===== src/sv/voxel_line_of_sight_ray_macros.svh =====
// Assertion macros for the voxel line-of-sight block.
`ifndef VOXEL_LINE_OF_SIGHT_RAY_MACROS_SVH
`define VOXEL_LINE_OF_SIGHT_RAY_MACROS_SVH

`ifndef SYNTHESIS
`define VLOS_ASSERT_IMP(lbl, clk, rstn, ante, cons) \
    lbl: assert property (@(posedge clk) disable iff (!rstn) (ante) |-> (cons)) \
        else $error("voxel_line_of_sight_ray: assertion failed");
`define VLOS_ASSERT_NXT(lbl, clk, rstn, ante, cons) \
    lbl: assert property (@(posedge clk) disable iff (!rstn) (ante) |=> (cons)) \
        else $error("voxel_line_of_sight_ray: assertion failed");
`else
`define VLOS_ASSERT_IMP(lbl, clk, rstn, ante, cons)
`define VLOS_ASSERT_NXT(lbl, clk, rstn, ante, cons)
`endif

`endif


===== src/sv/vlos_pkg.sv =====
package vlos_pkg;

    localparam int XF_W      = 6;
    localparam int YF_W      = 6;
    localparam int ZF_W      = 4;
    localparam int ERR_W     = 8;
    localparam int S_TDATA_W = 40;
    localparam int M_TDATA_W = 16;

    typedef enum logic [3:0] {
        C_NEVER,
        C_ALWAYS,
        C_CLR_MORE,
        C_NO_IN,
        C_WRITE,
        C_ZERO,
        C_HIT,
        C_LAST,
        C_OUT_BUSY
    } cond_t;

    typedef enum logic [2:0] {
        U_CLEAR,
        U_IDLE,
        U_DISP,
        U_WMOD,
        U_STEP,
        U_FHIT,
        U_FEND
    } upc_t;

    typedef enum logic {
        RD_IN,
        RD_NEXT
    } rsel_t;

    typedef enum logic {
        O_HIT,
        O_END
    } osel_t;

    // next step: c1 ? t1 : c2 ? t2 : t3
    typedef struct packed {
        cond_t c1;
        upc_t  t1;
        cond_t c2;
        upc_t  t2;
        upc_t  t3;
        logic  in_rdy;
        logic  clr_wr;
        logic  setup;
        logic  wr_cell;
        logic  adv;
        logic  out_ld;
        rsel_t rsel;
        osel_t osel;
    } uword_t;

    typedef struct packed {
        logic clr_more;
        logic in_acc;
        logic is_cast;
        logic zero_steps;
        logic hit;
        logic last_step;
        logic out_busy;
    } flags_t;

    function automatic uword_t urom(input upc_t pc);
        uword_t w;
        w      = '0;
        w.c1   = C_NEVER;
        w.c2   = C_NEVER;
        w.t1   = U_IDLE;
        w.t2   = U_IDLE;
        w.t3   = U_IDLE;
        w.rsel = RD_IN;
        w.osel = O_HIT;
        unique case (pc)
            U_CLEAR: begin
                w.clr_wr = 1'b1;
                w.c1     = C_CLR_MORE;
                w.t1     = U_CLEAR;
                w.t3     = U_IDLE;
            end
            U_IDLE: begin
                w.in_rdy = 1'b1;
                w.c1     = C_NO_IN;
                w.t1     = U_IDLE;
                w.t3     = U_DISP;
            end
            U_DISP: begin
                w.setup = 1'b1;
                w.rsel  = RD_IN;
                w.c1    = C_WRITE;
                w.t1    = U_WMOD;
                w.c2    = C_ZERO;
                w.t2    = U_FEND;
                w.t3    = U_STEP;
            end
            U_WMOD: begin
                w.wr_cell = 1'b1;
                w.c1      = C_ALWAYS;
                w.t1      = U_IDLE;
            end
            U_STEP: begin
                w.adv  = 1'b1;
                w.rsel = RD_NEXT;
                w.c1   = C_HIT;
                w.t1   = U_FHIT;
                w.c2   = C_LAST;
                w.t2   = U_FEND;
                w.t3   = U_STEP;
            end
            U_FHIT: begin
                w.out_ld = 1'b1;
                w.osel   = O_HIT;
                w.c1     = C_OUT_BUSY;
                w.t1     = U_FHIT;
                w.t3     = U_IDLE;
            end
            U_FEND: begin
                w.out_ld = 1'b1;
                w.osel   = O_END;
                w.c1     = C_OUT_BUSY;
                w.t1     = U_FEND;
                w.t3     = U_IDLE;
            end
            default: begin
                w.c1 = C_ALWAYS;
                w.t1 = U_CLEAR;
            end
        endcase
        return w;
    endfunction

endpackage


===== src/sv/vlos_useq.sv =====
module vlos_useq (
    input  logic             aclk,
    input  logic             aresetn,
    input  vlos_pkg::flags_t flags,
    output vlos_pkg::uword_t uw
);

    import vlos_pkg::*;

    upc_t   upc_reg;
    upc_t   upc_next;
    uword_t uw_cur;

    function automatic logic cond_true(input cond_t c, input flags_t f);
        logic r;
        unique case (c)
            C_NEVER:    r = 1'b0;
            C_ALWAYS:   r = 1'b1;
            C_CLR_MORE: r = f.clr_more;
            C_NO_IN:    r = !f.in_acc;
            C_WRITE:    r = !f.is_cast;
            C_ZERO:     r = f.zero_steps;
            C_HIT:      r = f.hit;
            C_LAST:     r = f.last_step;
            C_OUT_BUSY: r = f.out_busy;
            default:    r = 1'b0;
        endcase
        return r;
    endfunction

    assign uw_cur = urom(upc_reg);
    assign uw     = uw_cur;

    always_comb begin
        priority if (cond_true(uw_cur.c1, flags)) begin
            upc_next = uw_cur.t1;
        end else if (cond_true(uw_cur.c2, flags)) begin
            upc_next = uw_cur.t2;
        end else begin
            upc_next = uw_cur.t3;
        end
    end

    always_ff @(posedge aclk) begin
        if (!aresetn) begin
            upc_reg <= U_CLEAR;
        end else begin
            upc_reg <= upc_next;
        end
    end

endmodule


===== config.mk =====
export PLATFORM = sky130hd
export DESIGN_NAME = vlos_useq
export DESIGN_NICKNAME = d
export VERILOG_FILES = /design/src/sv/voxel_line_of_sight_ray_macros.svh /design/src/sv/vlos_pkg.sv /design/src/sv/vlos_useq.sv
export SDC_FILE = /design/constraint.sdc
export NUM_CORES = 1
export LEC_CHECK = 0
export ABC_AREA = 0
export CORE_AREA = 8 8 45 47
export CTS_CLUSTER_DIAMETER = 120
export DETAILED_ROUTE_END_ITERATION = 10
export DIE_AREA = 0 0 53 55
export DONT_BUFFER_PORTS = 1
export GPL_TIMING_DRIVEN = 0
export PLACE_DENSITY = 0.46
export SLEW_MARGIN = 25
export SYNTH_ARGS = -nofsm -noshare
export SYNTH_HDL_FRONTEND = slang
export SYNTH_SLANG_ARGS = --single-unit
export TNS_END_PERCENT = 5

===== constraint.sdc =====
create_clock -name aclk -period 1.25 [get_ports aclk]
set_input_delay 0.0625 -clock aclk [delete_from_list [all_inputs] [get_ports aclk]]
set_output_delay 0.0625 -clock aclk [all_outputs]
set_load 0.01 [all_outputs]

# After elaboration in Yosys (flattened, before gate mapping)
# Index checks and enable logic that the tools add are counted.
# Widths: inputs -> output; s select.
# word_totals
reg_bits,3
latch_bits,0
ram_bits,0
rom_bits,0
inputBits,9
output_inout_bits,25
elab_cells,43
n_memories,0
# classes
addsub,0
mul,0
div,0
order_cmp,0
eq_ne,22
n_shift,0
mux,15
n_bitwise,0
n_reduce_logical,5
# op_table
cell,count
$pmux 7 s7,1
$eq 4x3->1 const B,8
$eq 4x2->1 const B,4
$pmux 1 s8,2
$pmux 6 s2,1
$eq 3x3->1 const B,3
$eq 4x1->1 const B,2
$eq 4x4->1 const B,2
$mux 1,8
$eq 3x2->1 const B,2
$mux 3,2
$pmux 3 s2,1
$reduce_or 2->1,2
$eq 3x1->1 const B,1
$logic_not 3->1,1
$logic_not 1->1,2

# Depth between registers and ports, before layout
# depth
word_depth,7
depth_mapped,5
depth_no_buf,4

# Worst setup path before layout
# Ideal clock, no wire load.
# synth_timing
path_kind,register -> output
startpoint,register upc_reg[2]
endpoint,output uw[3] in the netlist's numbering
arrival_time_ns,1.279
path_slack_ns,-0.092
stages_incl_launch_ff,5
path_cell_list,dfxtp_1 buf_2 buf_2 nor3b_1 buf_4
# synth_lines
element,line,rtl
start: declaration,vlos_useq.sv:10,upc_t upc_reg;
start signal: assignment,vlos_useq.sv:48,upc_reg <= upc_next;
end: declaration,vlos_useq.sv:5,output vlos_pkg::uword_t uw

==> run_results.csv <==
group,metric,value,unit
run_status,status,"finished with violations",
run_status,violations,"negative setup slack",
critical_path,r2r-start,"upc_reg[0]",
yosys,synth_xor_xnor_area_share,0,%
critical_path,critPathKind,"reg -> out",
global_routing,grt_max_degree,11,
yosys,synthAdderAreaFrac,0,%
global_routing,grt_usage,11.20,%
global_routing,first_global_vias,525,
global_routing,grt_overflow,0,
floorplan,core-area,1384,sq um
critical_path,cp_slowest_cell,"dfxtp_2",
finish,largest_register_ffs,3,
critical_path,required,1.19,ns
critical_path,ff2ff_path_depth,5,
power,swShare,45.58,%
power,p_per_area,2512,nW/um^2
floorplan,dieArea,2915,sq um
critical_path,crit_path_end_kind,"output pin",
finish,fin_util,58.50,%
sta,finalHoldViolations,0,
yosys,async_reset_ff_share,0,%
sta,slew_violations,0,
critical_path,critical_path_depth,4,
routing,drt-pass1-iter-count,4,
clock_tree,cts_sinks,3,
floorplan,io-pin-count,34,
sta,fin_crit,1.330,ns
power,leakagePower,0.3410,nW
global_routing,grt_first_pass_wirelength,2.401,mm
critical_path,rrSetupSlack,-0.05,ns
clock_tree,clk_pin_slew,0.04,ns
critical_path,crit_top_cell,"buf_6",
floorplan,fp-row-count,14,
yosys,netlist-cell-type-count,24,
yosys,synth-edff-count,0,
hold_path,hold_start,"flags[4]",
critical_path,path_cells,"buf_6, nand2b_4, a21oi_4, buf_6",
floorplan,die_width,53,um
clock_tree,cts_root_buf,"clkbuf_4",
yosys,ys.flop_type,"dfxtp_1",
finish,antenna_cells,0,
yosys,ys_warn_count,0,
yosys,synth_top_family_by_area,"compound AO/OA/AOI/OAI gates",
clock_tree,clock_path_buffers,2,
global_routing,antenna_found_initial,0,
yosys,syn_nets,72,
routing,dr_total_vias,524,
hold_path,hold_class,"in -> reg",
yosys,synth-compound-area-share,33.71,%
sta,fmax,751.8,MHz
critical_path,arrival,1.27,ns
place,place_congestion,0.7531,
clock_tree,cts_buffers,3,
place,place_ws,-0.2388,ns
finish,layout_commonest_cell,"buf_4",
critical_path,cp_top_family,"flip-flops",
power,pwr-share-comb,83.2,%
finish,fill_cells,120,
hold_path,hold_depth,2,
routing,drt_iter0_markers,5,
routing,totalWireLength,1.679,mm
hold_path,min_to,"upc_reg[0]",
floorplan,initial_utilization,32.19,%
power,seqPwrFrac,8.4,%
critical_path,r2r-end,"upc_reg[1]",
sta,rsz0062_at_grt,"yes",
run,maxCapViolations,0,
yosys,synth-simple-area-share,27.81,%
yosys,syn-cell-area,445.4,sq um
floorplan,dieHeight,55,um
power,switchingPower,0.0009269,W
yosys,syn_inst,63,
sta,setup_violations,9,
sta,setup_ws,-0.08014,ns
routing,drc_errors,0,
clock_tree,clk-insertion-delay-late,0.23,ns
place,dp_hpwl,984.7,um
clock_tree,cts_tree,"built",
yosys,ys_seq_area_share,13.48,%
routing,antenna_left,0,
place,port_buffers,0,
routing,wl_per_cell,16.96,um
finish,area_growth,81.74,%
critical_path,path_buf_inv,2,
sta,min_period_over_period,106.4,%
critical_path,critical_path.startpoint_type,"flop",
yosys,synthMuxAreaShare,4.494,%
routing,via_per_inst,5.293,
power,ir_drop,926.6,uV
sta,skew,0.002953,ns
critical_path,max_stage_delay,0.32,ns
power,clkPwrFrac,8.4,%
finish,fin_nets,93,
yosys,synth-seq-cells,3,
finish,mostFrequentLayoutCells,"buf_4, buf_6, nor2b_1, nor2_1, o21ai_0",
critical_path,cp_max_fo,5,
yosys,syn_area_per_cell,7.070,sq um
clock_tree,cts.htree.levels,1,
finish,drive_gt1_share,57.83,%
power,p_int,0.001107,W
## cell usage after synthesis (2+ instances only)
library cell / number / share of area [%]
o21a_1: 3 / 5.1
dfxtp_1: 3 / 13
inv_1: 2 / 1.7
nand2b_1: 2 / 2.8
a21oi_1: 7 / 7.9
buf_2: 7 / 7.9
o21ai_0: 4 / 4.5
buf_4: 6 / 10
nor2b_1: 5 / 7.0
mux2i_1: 2 / 4.5
o311ai_1: 2 / 3.9
nor2_1: 4 / 3.4
nor3b_1: 4 / 6.7
and2_1: 2 / 2.8
## area by class of cell
| class | count | area, sq um | share of cell area, % |
|---|---|---|---|
| Tap cell | 16 | 20.02 | 2.473 |
| Clock buffer | 4 | 26.28 | 3.246 |
| Sequential cell | 3 | 68.82 | 8.501 |
| Timing Repair Buffer | 16 | 138.9 | 17.16 |
| Multi-Input combinational cell | 45 | 406.6 | 50.23 |
| Inverter | 2 | 7.507 | 0.9274 |
| Buffer | 13 | 141.4 | 17.47 |
## worst max-delay path by stage
stage,startpoint,endpoint
after floorplan,upc_reg[1],uw[9]
after global placement,upc_reg[1],uw[9]
after detailed placement,upc_reg[1],uw[9]
after CTS,upc_reg[1],uw[9]
after global routing,upc_reg[1],uw[16]
final,upc_reg[1],uw[16]
## kinds of logic after synthesis
kind of cell / after synthesis
compound gates: 22
buf+inv: 15
flops: 3
mux: 2
other cells: 1
simple gates: 20
## power by group through the flow
stage	Combinational [W]	Sequential, W	Clock [W]
6_report	0.00169	0.000171	0.000171
5_1_grt	0.00180	0.000174	0.000182
4_1_cts	0.00156	0.000169	0.000177
3_5_place_dp	0.000953	0.000161	0
3_3_place_gp	0.000950	0.000161	0
2_1_floorplan	0.000811	0.000154	0
## metrics by stage
stage | hold WS, ns | setup TNS, ns | area [sq um] | instances | total power (W)
global placement | 0.2048 | -1.086 | 470.5 | 79 | 0.001111
floorplan | 0.2002 | -0.1174 | 450.4 | 63 | 0.0009649
CTS | 0.02387 | -0.6279 | 760.7 | 98 | 0.001909
global route | 0.03041 | -1.082 | 809.5 | 99 | 0.002153
finish | 0.03792 | -0.5109 | 809.5 | 99 | 0.002034
detailed placement | 0.2106 | -1.171 | 470.5 | 79 | 0.001114
## routing by layer
layer  track usage (%)  vias up  share of wire [%]
li1                  -      255                  -
met1             11.53      245                 37
met2             18.55       22                 52
met3             4.011        2                8.9
met4             8.190        0                1.5
met5                 0        -                  0
## repair_timing
action | 4_1_cts | 5_1_grt
endpoints found under the setup margin | 22 | 18
resized for setup | 37 | 9
hold endpoints to repair | 3 | 0
pin swaps | 3 | 4
hold buffers | 1 | 0
setup buffers | 14 | 1
Power figures use the tool's default switching activity.
